===== src/design/otx_pkg.sv =====
`default_nettype none
// ----------------------------------------------------------------------------
// otx_pkg
// Shared types and constants for the overwrite-oldest transmit FIFO.
// ----------------------------------------------------------------------------
package otx_pkg;

    localparam int DEPTH_DEFAULT = 32;
    localparam int BYTE_W        = 8;
    localparam int FREE_W        = 6;
    localparam int CMD_W         = 2;

    typedef enum logic [CMD_W-1:0] {
        CMD_PUSH  = 2'd0,
        CMD_POP   = 2'd1,
        CMD_CLEAR = 2'd2
    } cmd_t;

    typedef struct packed {
        logic load;
        logic shift;
    } ctrl_t;

endpackage
// ----------------------------------------------------------------------------
`default_nettype wire


===== src/design/otx_cell.sv =====
`default_nettype none
// ----------------------------------------------------------------------------
// otx_cell
// One storage cell of the FIFO row: load a new byte, take the neighbor's
// byte on a shift, or hold.
// ----------------------------------------------------------------------------
module otx_cell (
    input  wire logic                      aclk,
    input  wire logic                      load_sel,
    input  wire logic                      shift,
    input  wire logic [otx_pkg::BYTE_W-1:0] load_data,
    input  wire logic [otx_pkg::BYTE_W-1:0] neighbor_data,
    output logic      [otx_pkg::BYTE_W-1:0] data_out
);

    logic [otx_pkg::BYTE_W-1:0] data_reg;
    logic [otx_pkg::BYTE_W-1:0] data_next;

    always_comb begin
        data_next = data_reg;
        if (load_sel) begin
            data_next = load_data;
        end else if (shift) begin
            data_next = neighbor_data;
        end
    end

    always_ff @(posedge aclk) begin
        data_reg <= data_next;
    end

    assign data_out = data_reg;

endmodule
// ----------------------------------------------------------------------------
`default_nettype wire


===== src/design/otx_chain.sv =====
`default_nettype none
// ----------------------------------------------------------------------------
// otx_chain
// Row of storage cells, oldest byte at cell zero. A shift moves every byte
// one cell toward the head; the tail cell takes the incoming byte.
// ----------------------------------------------------------------------------
module otx_chain #(
    parameter int DEPTH = otx_pkg::DEPTH_DEFAULT,
    parameter int CNT_W = $clog2(DEPTH + 1)
) (
    input  wire logic                       aclk,
    input  wire otx_pkg::ctrl_t             ctrl,
    input  wire logic [CNT_W-1:0]           load_index,
    input  wire logic [otx_pkg::BYTE_W-1:0] load_data,
    output logic      [otx_pkg::BYTE_W-1:0] head_data
);

    logic [otx_pkg::BYTE_W-1:0] cell_data [DEPTH];

    for (genvar i = 0; i < DEPTH; i++) begin : g_cell
        logic                       load_sel;
        logic [otx_pkg::BYTE_W-1:0] neighbor_data;

        assign load_sel = ctrl.load && (load_index == CNT_W'(i));

        if (i == DEPTH - 1) begin : g_tail
            assign neighbor_data = load_data;
        end else begin : g_body
            assign neighbor_data = cell_data[i+1];
        end

        otx_cell u_cell (
            .aclk          (aclk),
            .load_sel      (load_sel),
            .shift         (ctrl.shift),
            .load_data     (load_data),
            .neighbor_data (neighbor_data),
            .data_out      (cell_data[i])
        );
    end

    assign head_data = cell_data[0];

endmodule
// ----------------------------------------------------------------------------
`default_nettype wire


===== src/design/overwrite_oldest_tx_fifo.sv =====
`default_nettype none
// ----------------------------------------------------------------------------
// overwrite_oldest_tx_fifo
// Byte transmit FIFO that drops its oldest byte when a push finds it full.
// ----------------------------------------------------------------------------
// Input channel (s_): one command word per handshake. s_tuser carries the
// command (push, pop, clear), s_tdata the byte to push.
// Output channel (m_): exactly one result word per command, reporting free
// space, the popped byte and its valid flag, the drop flag and whether
// bytes remain for transmit.
// Result: registered; it is presented in the cycle after the command is accepted.
// Throughput: one command per cycle unless a result waits on m_tready low;
// every cell of the storage row loads, shifts or holds at once, so nothing iterates.
// Reset: the byte count and the output valid flag clear; cell contents and
// result fields are left as they are, and cells are only read after a push has written them.
// Stall: while a result waits on m_tready low, s_tready drops and no new
// command is taken; s_tready returns in the cycle the result is taken.
// ----------------------------------------------------------------------------
module overwrite_oldest_tx_fifo #(
    parameter int DEPTH = otx_pkg::DEPTH_DEFAULT
) (
    input  wire logic        aclk,
    input  wire logic        aresetn,
    input  wire logic        s_tvalid,
    output logic             s_tready,
    input  wire logic [7:0]  s_tdata,   // [7:0] data_byte
    input  wire logic [1:0]  s_tuser,   // [1:0] command
    output logic             m_tvalid,
    input  wire logic        m_tready,
    output logic      [23:0] m_tdata    // [5:0] free_space, [6] tx_valid,
                                        // [14:7] tx_byte, [15] dropped_oldest,
                                        // [16] transmit_enable, [23:17] zero
);

    localparam int CNT_W = $clog2(DEPTH + 1);
    localparam int BW    = otx_pkg::BYTE_W;
    localparam int FW    = otx_pkg::FREE_W;

    logic             accept;
    logic             full;
    logic             empty;
    otx_pkg::cmd_t    cmd;
    otx_pkg::ctrl_t   ctrl;
    logic [BW-1:0]    head_data;
    logic [CNT_W-1:0] count_reg;
    logic [CNT_W-1:0] count_next;
    logic [CNT_W-1:0] free_wide;
    logic             tx_valid_next;
    logic [BW-1:0]    tx_byte_next;
    logic             dropped_next;

    logic             out_valid_reg;
    logic [FW-1:0]    free_reg;
    logic             tx_valid_reg;
    logic [BW-1:0]    tx_byte_reg;
    logic             dropped_reg;
    logic             tx_enable_reg;

    assign s_tready = !out_valid_reg || m_tready;
    assign accept   = s_tvalid && s_tready;
    assign cmd      = otx_pkg::cmd_t'(s_tuser);
    assign full     = (count_reg == CNT_W'(DEPTH));
    assign empty    = (count_reg == '0);

    always_comb begin
        ctrl          = '0;
        count_next    = count_reg;
        tx_valid_next = 1'b0;
        tx_byte_next  = '0;
        dropped_next  = 1'b0;
        if (accept) begin
            unique case (cmd)
                otx_pkg::CMD_PUSH: begin
                    if (full) begin
                        ctrl.shift   = 1'b1;
                        dropped_next = 1'b1;
                    end else begin
                        ctrl.load  = 1'b1;
                        count_next = count_reg + CNT_W'(1);
                    end
                end
                otx_pkg::CMD_POP: begin
                    if (!empty) begin
                        ctrl.shift    = 1'b1;
                        count_next    = count_reg - CNT_W'(1);
                        tx_valid_next = 1'b1;
                        tx_byte_next  = head_data;
                    end
                end
                otx_pkg::CMD_CLEAR: begin
                    count_next = '0;
                end
                default: begin
                end
            endcase
        end
    end

    assign free_wide = CNT_W'(DEPTH) - count_next;

    otx_chain #(
        .DEPTH (DEPTH),
        .CNT_W (CNT_W)
    ) u_chain (
        .aclk       (aclk),
        .ctrl       (ctrl),
        .load_index (count_reg),
        .load_data  (s_tdata),
        .head_data  (head_data)
    );

    always_ff @(posedge aclk) begin
        if (!aresetn) begin
            count_reg     <= '0;
            out_valid_reg <= 1'b0;
        end else begin
            count_reg <= count_next;
            if (accept) begin
                out_valid_reg <= 1'b1;
            end else if (m_tready) begin
                out_valid_reg <= 1'b0;
            end
        end
    end

    always_ff @(posedge aclk) begin
        if (accept) begin
            free_reg      <= FW'(free_wide);
            tx_valid_reg  <= tx_valid_next;
            tx_byte_reg   <= tx_byte_next;
            dropped_reg   <= dropped_next;
            tx_enable_reg <= (count_next != '0);
        end
    end

    assign m_tvalid = out_valid_reg;
    assign m_tdata  = {7'd0, tx_enable_reg, dropped_reg, tx_byte_reg, tx_valid_reg, free_reg};

    a_count_bound: assert property (@(posedge aclk) disable iff (!aresetn)
        count_reg <= CNT_W'(DEPTH))
        else $error("byte count above depth");

    a_pop_empty: assert property (@(posedge aclk) disable iff (!aresetn)
        (accept && cmd == otx_pkg::CMD_POP && empty) |=> (!tx_valid_reg && tx_byte_reg == '0))
        else $error("pop on empty FIFO delivered a byte");

    a_drop_full: assert property (@(posedge aclk) disable iff (!aresetn)
        (accept && cmd == otx_pkg::CMD_PUSH && full) |=> (dropped_reg && full))
        else $error("push on full FIFO did not drop the oldest byte");

    a_tx_enable: assert property (@(posedge aclk) disable iff (!aresetn)
        accept |=> (tx_enable_reg == !empty))
        else $error("transmit enable disagrees with byte count");

endmodule
// ----------------------------------------------------------------------------
`default_nettype wire

===== config.mk =====
export PLATFORM = sky130hd
export DESIGN_NAME = overwrite_oldest_tx_fifo
export DESIGN_NICKNAME = d
export VERILOG_FILES = /design/src/design/otx_pkg.sv /design/src/design/otx_cell.sv /design/src/design/otx_chain.sv /design/src/design/overwrite_oldest_tx_fifo.sv
export SDC_FILE = /design/constraint.sdc
export NUM_CORES = 1
export LEC_CHECK = 0
export ABC_AREA = 0
export BUFFER_PORTS_ARGS = -buffer_cell sky130_fd_sc_hd__buf_2
export CORE_ASPECT_RATIO = 1.4
export CORE_MARGIN = 5
export CORE_UTILIZATION = 50
export CTS_CLUSTER_DIAMETER = 100
export DETAILED_ROUTE_END_ITERATION = 10
export PLACE_DENSITY = 0.69
export SYNTH_ARGS = -nofsm -noshare
export SYNTH_HDL_FRONTEND = slang
export SYNTH_SLANG_ARGS = --single-unit

===== constraint.sdc =====
create_clock -name aclk -period 2.9 [get_ports aclk]
set_clock_uncertainty 0.15 [all_clocks]
set_input_delay 0.435 -clock aclk [delete_from_list [all_inputs] [get_ports aclk]]
set_output_delay 0.435 -clock aclk [all_outputs]
set_load 0.005 [all_outputs]

; Word-level counts from Yosys, hierarchy flattened
; Cells that the tools add are included.
[word_totals]
register_bits = 280
output_inout_bits = 26
[classes]
addsub = 3
muxes = 76
eq_ne = 34
n_reduce_logical = 72
bitwise_logic = 1
[op_table]
columns = operator, n
row1 = 2-to-1 mux 8 bit, 64
row2 = == test 6 x 5 -> 1 bit (second input constant), 16
row3 = nonzero test 2 bit, 33
row4 = == test 6 x 4 -> 1 bit (second input constant), 8
row5 = logical AND 1 bit, 33
row6 = == test 6 x 3 -> 1 bit (second input constant), 4
row7 = 2-to-1 mux 6 bit, 3
row8 = one-hot mux 6 bit (3 select lines), 1
row9 = == test 6 x 2 -> 1 bit (second input constant), 2
row10 = adder 6 x 1 -> 6 bit (second input constant), 1
row11 = == test 6 x 1 -> 1 bit (second input constant), 1
row12 = == test 6 bit (second input constant), 1
row13 = logical NOT 6 bit, 1
row14 = 2-to-1 mux 1 bit, 6
row15 = nonzero test 6 bit, 1
row16 = subtractor 6 x 1 -> 6 bit (second input constant), 1
row17 = subtractor 6 bit (first input constant), 1
row18 = == test 2 x 1 -> 1 bit (second input constant), 1
row19 = == test 2 bit (second input constant), 1
row20 = logical NOT 2 bit, 1
row21 = 2-to-1 mux 2 bit, 1
row22 = one-hot mux 1 bit (2 select lines), 1
row23 = OR reduction 2 bit, 1
row24 = logical NOT 1 bit, 1
row25 = 2 further kinds, 2

; Depth between registers and ports, before layout
; Gate-level depths: netlist of run 1.
[logic_depth]
ltp_word = 6
mapped_depth = 10

; Hierarchy
; Synthesis of run 1 repeated with hierarchy kept, for this count alone.
[hier_totals]
cells_unflattened = 760
area_unflattened_um2 = 13793.2
[modules_own_cells]
columns = mod, area_per_inst_um2, cells_each, instances, seq_area_each_um2
row1 = otx_cell, 377.9, 18, 32, 240.2
row2 = overwrite_oldest_tx_fifo, 1462.7, 137, 1, 650.6
row3 = otx_chain, 239.0, 47, 1, 0.0

; Worst setup path before layout of run 1
; OpenSTA, ideal clock, no wires.
[synth_path]
kind = register to register
startpoint = register count_reg[0]
endpoint = register u_chain.g_cell[15].u_cell.data_reg, in the netlist u_chain.g_cell[15].u_cell.data_out[0] (enable)
setup_ps = 357
path_buffers = 3
required_time_ps = 2393
period_less_slack_ps = 3041
path_stages_with_launch = 11
setup_slack_ps = -141
arrival_ps = 2534
path_cell_list = dfxtp_1 > inv_1 > ha_1 > buf_2 > or4b_4 > o21ai_4 > inv_2 > buf_2 > o21ai_1 > clkbuf_1 > o21ai_0
[synth_between]
elab_chain_cells = 6
elab_cells_between_ends = 11
[synth_rtl]
columns = element, line
row1 = start: declaration, overwrite_oldest_tx_fifo.sv:45  ; logic [CNT_W-1:0] count_reg;
row2 = start signal: assignment, overwrite_oldest_tx_fifo.sv:117  ; count_reg <= count_next;
row3 = == test 6 bit, overwrite_oldest_tx_fifo.sv:62  ; assign full = (count_reg == CNT_W'(DEPTH));
row4 = 2-to-1 mux 1 bit, overwrite_oldest_tx_fifo.sv:74  ; if (full) begin
row5 = 2-to-1 mux 1 bit, overwrite_oldest_tx_fifo.sv:72  ; unique case (cmd)
row6 = 2-to-1 mux 2 bit, overwrite_oldest_tx_fifo.sv:71  ; if (accept) begin
row7 = logical AND 1 bit, otx_chain.sv:24  ; assign load_sel = ctrl.load && (load_index == CNT_W'(i));
row8 = nonzero test 2 bit (no line) (*), n/a
row9 = end signal: assignment, otx_cell.sv:29  ; data_reg <= data_next;
row10 = end: declaration, otx_cell.sv:16  ; logic [otx_pkg::BYTE_W-1:0] data_reg;
; Every way passes the cells marked *; elsewhere a longest branch is shown, timed or not.
; A chain may end at the register's enable or synchronous reset.

; Worst setup path in the final report of run 1
[layout_path]
startpoint = register count_reg[1]
endpoint = register tx_enable_reg (data pin)
[layout_between]
elab_chain_cells = 5
elab_cells_between_ends = 9
[layout_rtl]
columns = element, line
row1 = "subtractor 6 x 1 -> 6 bit, or another cell as far along", overwrite_oldest_tx_fifo.sv:85  ; count_next = count_reg - CNT_W'(1);
row2 = 2-to-1 mux 6 bit (on tied branches), "overwrite_oldest_tx_fifo.sv:83, overwrite_oldest_tx_fifo.sv:74"
row3 = one-hot mux 6 bit (3 select lines), overwrite_oldest_tx_fifo.sv:72
row4 = 2-to-1 mux 6 bit (*), overwrite_oldest_tx_fifo.sv:71
row5 = nonzero test 6 bit (*), overwrite_oldest_tx_fifo.sv:132  ; tx_enable_reg <= (count_next != '0);
row6 = end signal: assignment, overwrite_oldest_tx_fifo.sv:132
row7 = end: declaration, overwrite_oldest_tx_fifo.sv:57  ; logic tx_enable_reg;
; Marks and branches as above.

==> results.toml, run 1 <==
[setup_path]
cpPeakStageDelay_ns = 0.50
startpoint_type = "flip-flop"
cp.required_ns = 3.02
endpoint_kind = "flip-flop"
critPathMaxFanout = 4
worstPathArrival_ns = 2.93
slowest_stage = "or4b_4"
crit_chain = "inv_1, ha_2, or4b_4, o21ai_4, inv_2, a221o_1, a221oi_4, nand2_1, or3_1"
crit_type = "reg2reg"

[placed_design]
portBuffers = 32
gp_congestion = 0.946
dp_slack_ns = -0.0243
hpwlAfterDp_um = 15600

[clocking]
cts_made_buffers = 27
path_clk_slew_ns = 0.06
htreeDepth = 1
cts.sinks = 280
cts_root_buf = "clkbuf_16"
clockBufferDepth = 3
cts_tree = "built"
clk_latency_ns = 0.53

[floorplan]
rows = 68
die_x_um = 143
ios = 40
dieHeight_um = 196
core_area_mm2 = 0.0245
initial_utilization_pct = 50.4
dieArea_mm2 = 0.0280

[timing]
min_period_ns = 2.81
fmax_mhz = 356
rsz0062_at_grt = "yes"
hold_ws_ns = 0.0484
worst_slew_pin_slew_ns = 0.797
worst_slack_ns = 0.0902
hold_viol = 0
fin_crit_sh_pct = 96.9
setup_viol = 0
slew_headroom_pct = 46.9
drv_slew = 0

[routing]
finalWirelength_um = 24500
wl_per_cell_um = 21.2
via_per_inst = 5.64
ant_nets = 0
vias = 6515
drc = 0
firstDrtPassIters = 5
drtIter0Drc = 339

[grt]
antenna_found_initial = 0
grt_max_degree = 33
gr-usage-met3_pct = 2.05
grt_util_all_layers_pct = 17.4
grt_util_met2_pct = 32.5
grt_pass1_wl_um = 38100
met1_usage_pct = 21.1
grt_pass1_vias = 6910
grt.overflow.total = 0
busiest_layer = "met2"

[logic_synthesis]
yosysWarnings = 0
synth_ff_type = "edfxtp_1"
seq_area_frac_synth_pct = 67.5
synthTopCellsByCount = "edfxtp_1, mux2_2, nand2_1"
yosysTopAreaCellShare_pct = 66.4
synth_top_area_cell = "edfxtp_1"
async_reset_ff_share_pct = 0
synth_area_mm2 = 0.0124
synth_edf_count = 273
synth_cells = 757
ys_types = 45
ys_ff_latch = 280
yosysMostFrequentCell = "edfxtp_1"
avgSynthCellArea_um2 = 16.3
synthTopCellsByArea = "edfxtp_1, mux2_2, nand2_1"

[pwr]
irDropWorstVdd_mv = 0.436
power.leakage_nw = 4.95
total_power_mw = 8.46
power_density_mw_per_mm2 = 604

[final_layout]
largest_reg_flops = 256
fill_cells = 1881
nets = 841
drive_gt1_share_pct = 44.9
area_growth_pct = 13.3
antenna_cells = 0

[run_status]
status = "finished clean"

[hold_path]
hold_class = "in2reg"

[flow_run]
drv_cap = 0
[logic make-up after synthesis]
logic type      count (synthesis)  share of synthesized area [%]
buf+inv                        61                           2.25
mux                           250                           22.8
other cells                     1                         0.0304
simple gates                  129                           5.00
xor+xnor                        5                          0.354
fa+ha+maj                       6                          0.608
compound gates                 25                           1.49
flops                         280                           67.5
[layer usage]
| layer | vias up | wire [um] |
|---|---|---|
| li1 | 3026 | - |
| met1 | 3294 | 9650 |
| met2 | 154 | 13400 |
| met3 | 41 | 993 |
| met4 | 0 | 496 |
| met5 | - | 0 |
[layout make-up]
cell class              count  area (um^2)  area share [%]
flip-flops and latches    280         8340            59.6
multi-input cells         422         3780            27.0
inverters                  10         37.5           0.268
clock inverters            13          169            1.21
clock buffers              36          739            5.28
repair buffers             80          533            3.81
well taps                 315          394            2.82
[critical path, delay by kind of cell (launching register included)]
family / cells / cell delay [ns]
buf+inv: 2 / 0.13
fa+ha+maj: 1 / 0.18
simple gates: 3 / 0.87
compound gates: 3 / 0.90
flops: 1 / 0.31
[layout by cell type (no fill, tap or decap), types with 2 or more instances in the layout]
master      Yosys  final
nor3_1          4      4
clkbuf_16       0     27
dfxtp_1         7      7
nand4_1         7      7
nand2_1        69     67
nand2b_1        4      4
mux2_2        247    247
and4_1          2      2
bufinv_16       0      4
clkinvlp_4      0      3
mux2i_1         2      2
ha_1            6      5
nand2_2         0      2
and3_1          3      3
inv_1           9      8
edfxtp_1      273    273
buf_2           3     32
a21oi_1         5      5
inv_2           1      2
o21ai_0         6      4
clkbuf_1       37      6
clkinv_2        0      3
nor2b_1         5      5
nor2_1         12     12
conb_1          1      7
o2111ai_1       3      3
or3_1           2      2
and2_1         12     12
xnor2_1         4      4
clkbuf_8        0      3
o21ai_1         1      2
buf_4          10     47
clkinv_1        0      3
nand3_1         4      4
[final timing paths]
path / endpoint / slack [ns] / cells past startpoint / from
max: tx_enable_reg / 0.09 / 9 / count_reg[1]
min: count_reg[5] / 0.05 / 2 / aresetn
min reg2reg: tx_byte_reg[5] / 0.37 / 1 / u_chain.g_cell[0].u_cell.data_out[5]
max reg2reg: tx_enable_reg / 0.09 / 9 / count_reg[1]
[what timing repair did]
action                     CTS  global route
hold endpoints to repair     0             0
setup endpoints to repair    0            10
buffers inserted             0             4
resized for setup            0             4
hold buffers                 0             0
[stage by stage]
step	instances	utilization, %	instance area [um^2]	TNS (ns)
final	1156	57.1	14000	0
after global placement	1103	53.2	13000	0
after CTS	1152	56.9	13900	0
after floorplan	763	-	12400	0
after detailed placement	1103	53.2	13000	-0.311
after global routing	1156	57.1	14000	-0.376
[power by group]
part / internal [mW] / leakage [nW] / switching, mW / total (mW)
sequential: 4.50 / 2.54 / 0.0219 / 4.52
clock: 2.14 / 0.435 / 1.43 / 3.57
combinational: 0.132 / 1.98 / 0.234 / 0.366
total: 6.77 / 4.95 / 1.69 / 8.46
(Power assumes the default switching activity.)
==> run 2, diff against run 1 <==
CORE_ASPECT_RATIO = unset   (was 1.4)
==> run 2 against run 1 <==
Effect of this change:
- hold slack improved by 0.014 ns
- core utilization rose by 0.39 points
- sequential power barely moved
- clock power fell by 2%
- global-route usage is 0.40 points lower
- via count decreased by 0.17%
- first-iteration DRC count increased by 41%
- total power down 0.85%
- worst setup slack got worse by 0.0037 ns
- combinational power is essentially flat
- sequential share of layout area about the same
- critical path type unchanged
==> results.toml, run 2 (same netlist as run 1, synthesis figures left out) <==
[clocking]
clockBufferDepth = 3
clk_latency_ns = 0.54
cts_made_buffers = 28
path_clk_slew_ns = 0.06
cts.sinks = 280
cts_root_buf = "clkbuf_16"
cts_tree = "built"
htreeDepth = 1
cts_hold_buffers = 0

[routing]
vias = 6504
finalWirelength_um = 23800
ant_nets = 0
firstDrtPassIters = 4
drtIter0Drc = 479
drc = 0
wl_per_cell_um = 20.5
via_per_inst = 5.59

[final_layout]
mostFrequentLayoutCells = "edfxtp_1, mux2_2, nand2_1"
nets = 837
fill_cells = 1871
design_area_mm2 = 0.0140
final_common_cell = "edfxtp_1"
area_growth_pct = 13.2
antenna_cells = 0
drive_gt1_share_pct = 45.1
largest_reg_flops = 256
multi_input_area_mm2 = 0.00380
final-seq-area_mm2 = 0.00834

[floorplan]
dieHeight_um = 167
rows = 57
die_x_um = 167
initial_utilization_pct = 50.8
ios = 40
core_area_mm2 = 0.0243
dieArea_mm2 = 0.0279

[setup_path]
rr_worst_depth = 9
worstPathArrival_ns = 2.94
cp.required_ns = 3.02
crit_type = "reg2reg"
startpoint_type = "flip-flop"
endpoint_kind = "flip-flop"
r2r_slack_ns = 0.09
critPathMaxFanout = 5

[grt]
grt_pass1_wl_um = 38200
grt_max_degree = 33
grt_pass1_vias = 6788
grt.overflow.total = 0
antenna_found_initial = 0
grt_util_all_layers_pct = 17.0

[run_status]
status = "finished clean"

[timing]
fmax_mhz = 355
setup_viol = 0
hold_ws_ns = 0.0627
finalSetupTns_ns = 0
drv_slew = 0
min_period_ns = 2.81
worst_slack_ns = 0.0866
hold_viol = 0
worst_slew_pin_slew_ns = 0.791
slew_headroom_pct = 47.3
fin_crit_sh_pct = 97.0

[hold_path]
hold_class = "in2reg"
holdPathStages = 2

[pwr]
power_density_mw_per_mm2 = 600
switching_share_pct = 20.5
total_power_mw = 8.38
p_sw_mw = 1.72
combPwrFrac_pct = 4.3
p_clk_share_pct = 41.8
p_int_mw = 6.67
power.leakage_nw = 4.95
irDropWorstVdd_mv = 0.448
seqPwrFrac_pct = 53.9

[placed_design]
hpwlAfterDp_um = 14900
gp_congestion = 0.922
dp_slack_ns = -0.186
place_area_mm2 = 0.0130
portBuffers = 32

[flow_run]
drv_cap = 0
[run 2: changes by cell type in the layout (fill, tap and decap cells not counted), moves of 3 or more]
cell / previous run / this run
clkbuf_8: 3 / 0
clkinv_2: 3 / 7
clkinv_1: 3 / 6
buf_4: 47 / 42
clkbuf_1: 6 / 3
[run 2: worst paths after layout]
kind | start | endpoint
max | count_reg[0] | tx_enable_reg
max reg2reg | count_reg[0] | tx_enable_reg
min | aresetn | count_reg[5]
min reg2reg | u_chain.g_cell[0].u_cell.data_out[2] | tx_byte_reg[2]
[run 2: worst max-delay path, cell delays in order (launching register included)]
cell and delay, ns:
dfxtp_1 0.33, inv_2 0.07, ha_1 0.16, or4b_4 0.53, o21ai_4 0.19, inv_2 0.06
a221o_1 0.35, a221oi_4 0.33, nand2_1 0.07, or3_1 0.31
[run 2: metrics by stage]
stage | std cells | util [%]
2_1_floorplan | 763 | -
3_3_place_gp | 1109 | 53.6
3_5_place_dp | 1109 | 53.6
4_1_cts | 1161 | 57.3
5_1_grt | 1163 | 57.5
6_report | 1163 | 57.5
[run 2: metal layers]
| metal | GRT usage (%) | vias to the layer above | share of wire [%] |
|---|---|---|---|
| li1 | - | 3005 | - |
| met5 | 0 | - | 0 |
| met2 | 29.2 | 163 | 49 |
| met3 | 2.73 | 35 | 4.3 |
| met1 | 23.1 | 3301 | 44 |
| met4 | 3.71 | 0 | 1.8 |
[run 2: area by class of cell]
class / count / area share, %
repair buffers: 75 / 3.54
multi-input cells: 422 / 27.2
clock inverters: 21 / 1.40
inverters: 10 / 0.268
well taps: 324 / 2.90
flip-flops and latches: 280 / 59.6
clock buffers: 31 / 5.09
[run 2: what timing repair did]
action,4_1_cts,5_1_grt
setup endpoints to repair,0,26
gates resized for setup,0,7
setup buffers,0,2
[run 2: power by group through the flow]
stage                     combinational (mW)  sequential, mW  clock, mW
after floorplan                        0.216            4.60          0
after global placement                 0.348            4.60          0
after detailed placement               0.358            4.61          0
after CTS                              0.360            4.52       3.59
after global routing                   0.400            4.52       3.75
final                                  0.364            4.52       3.50
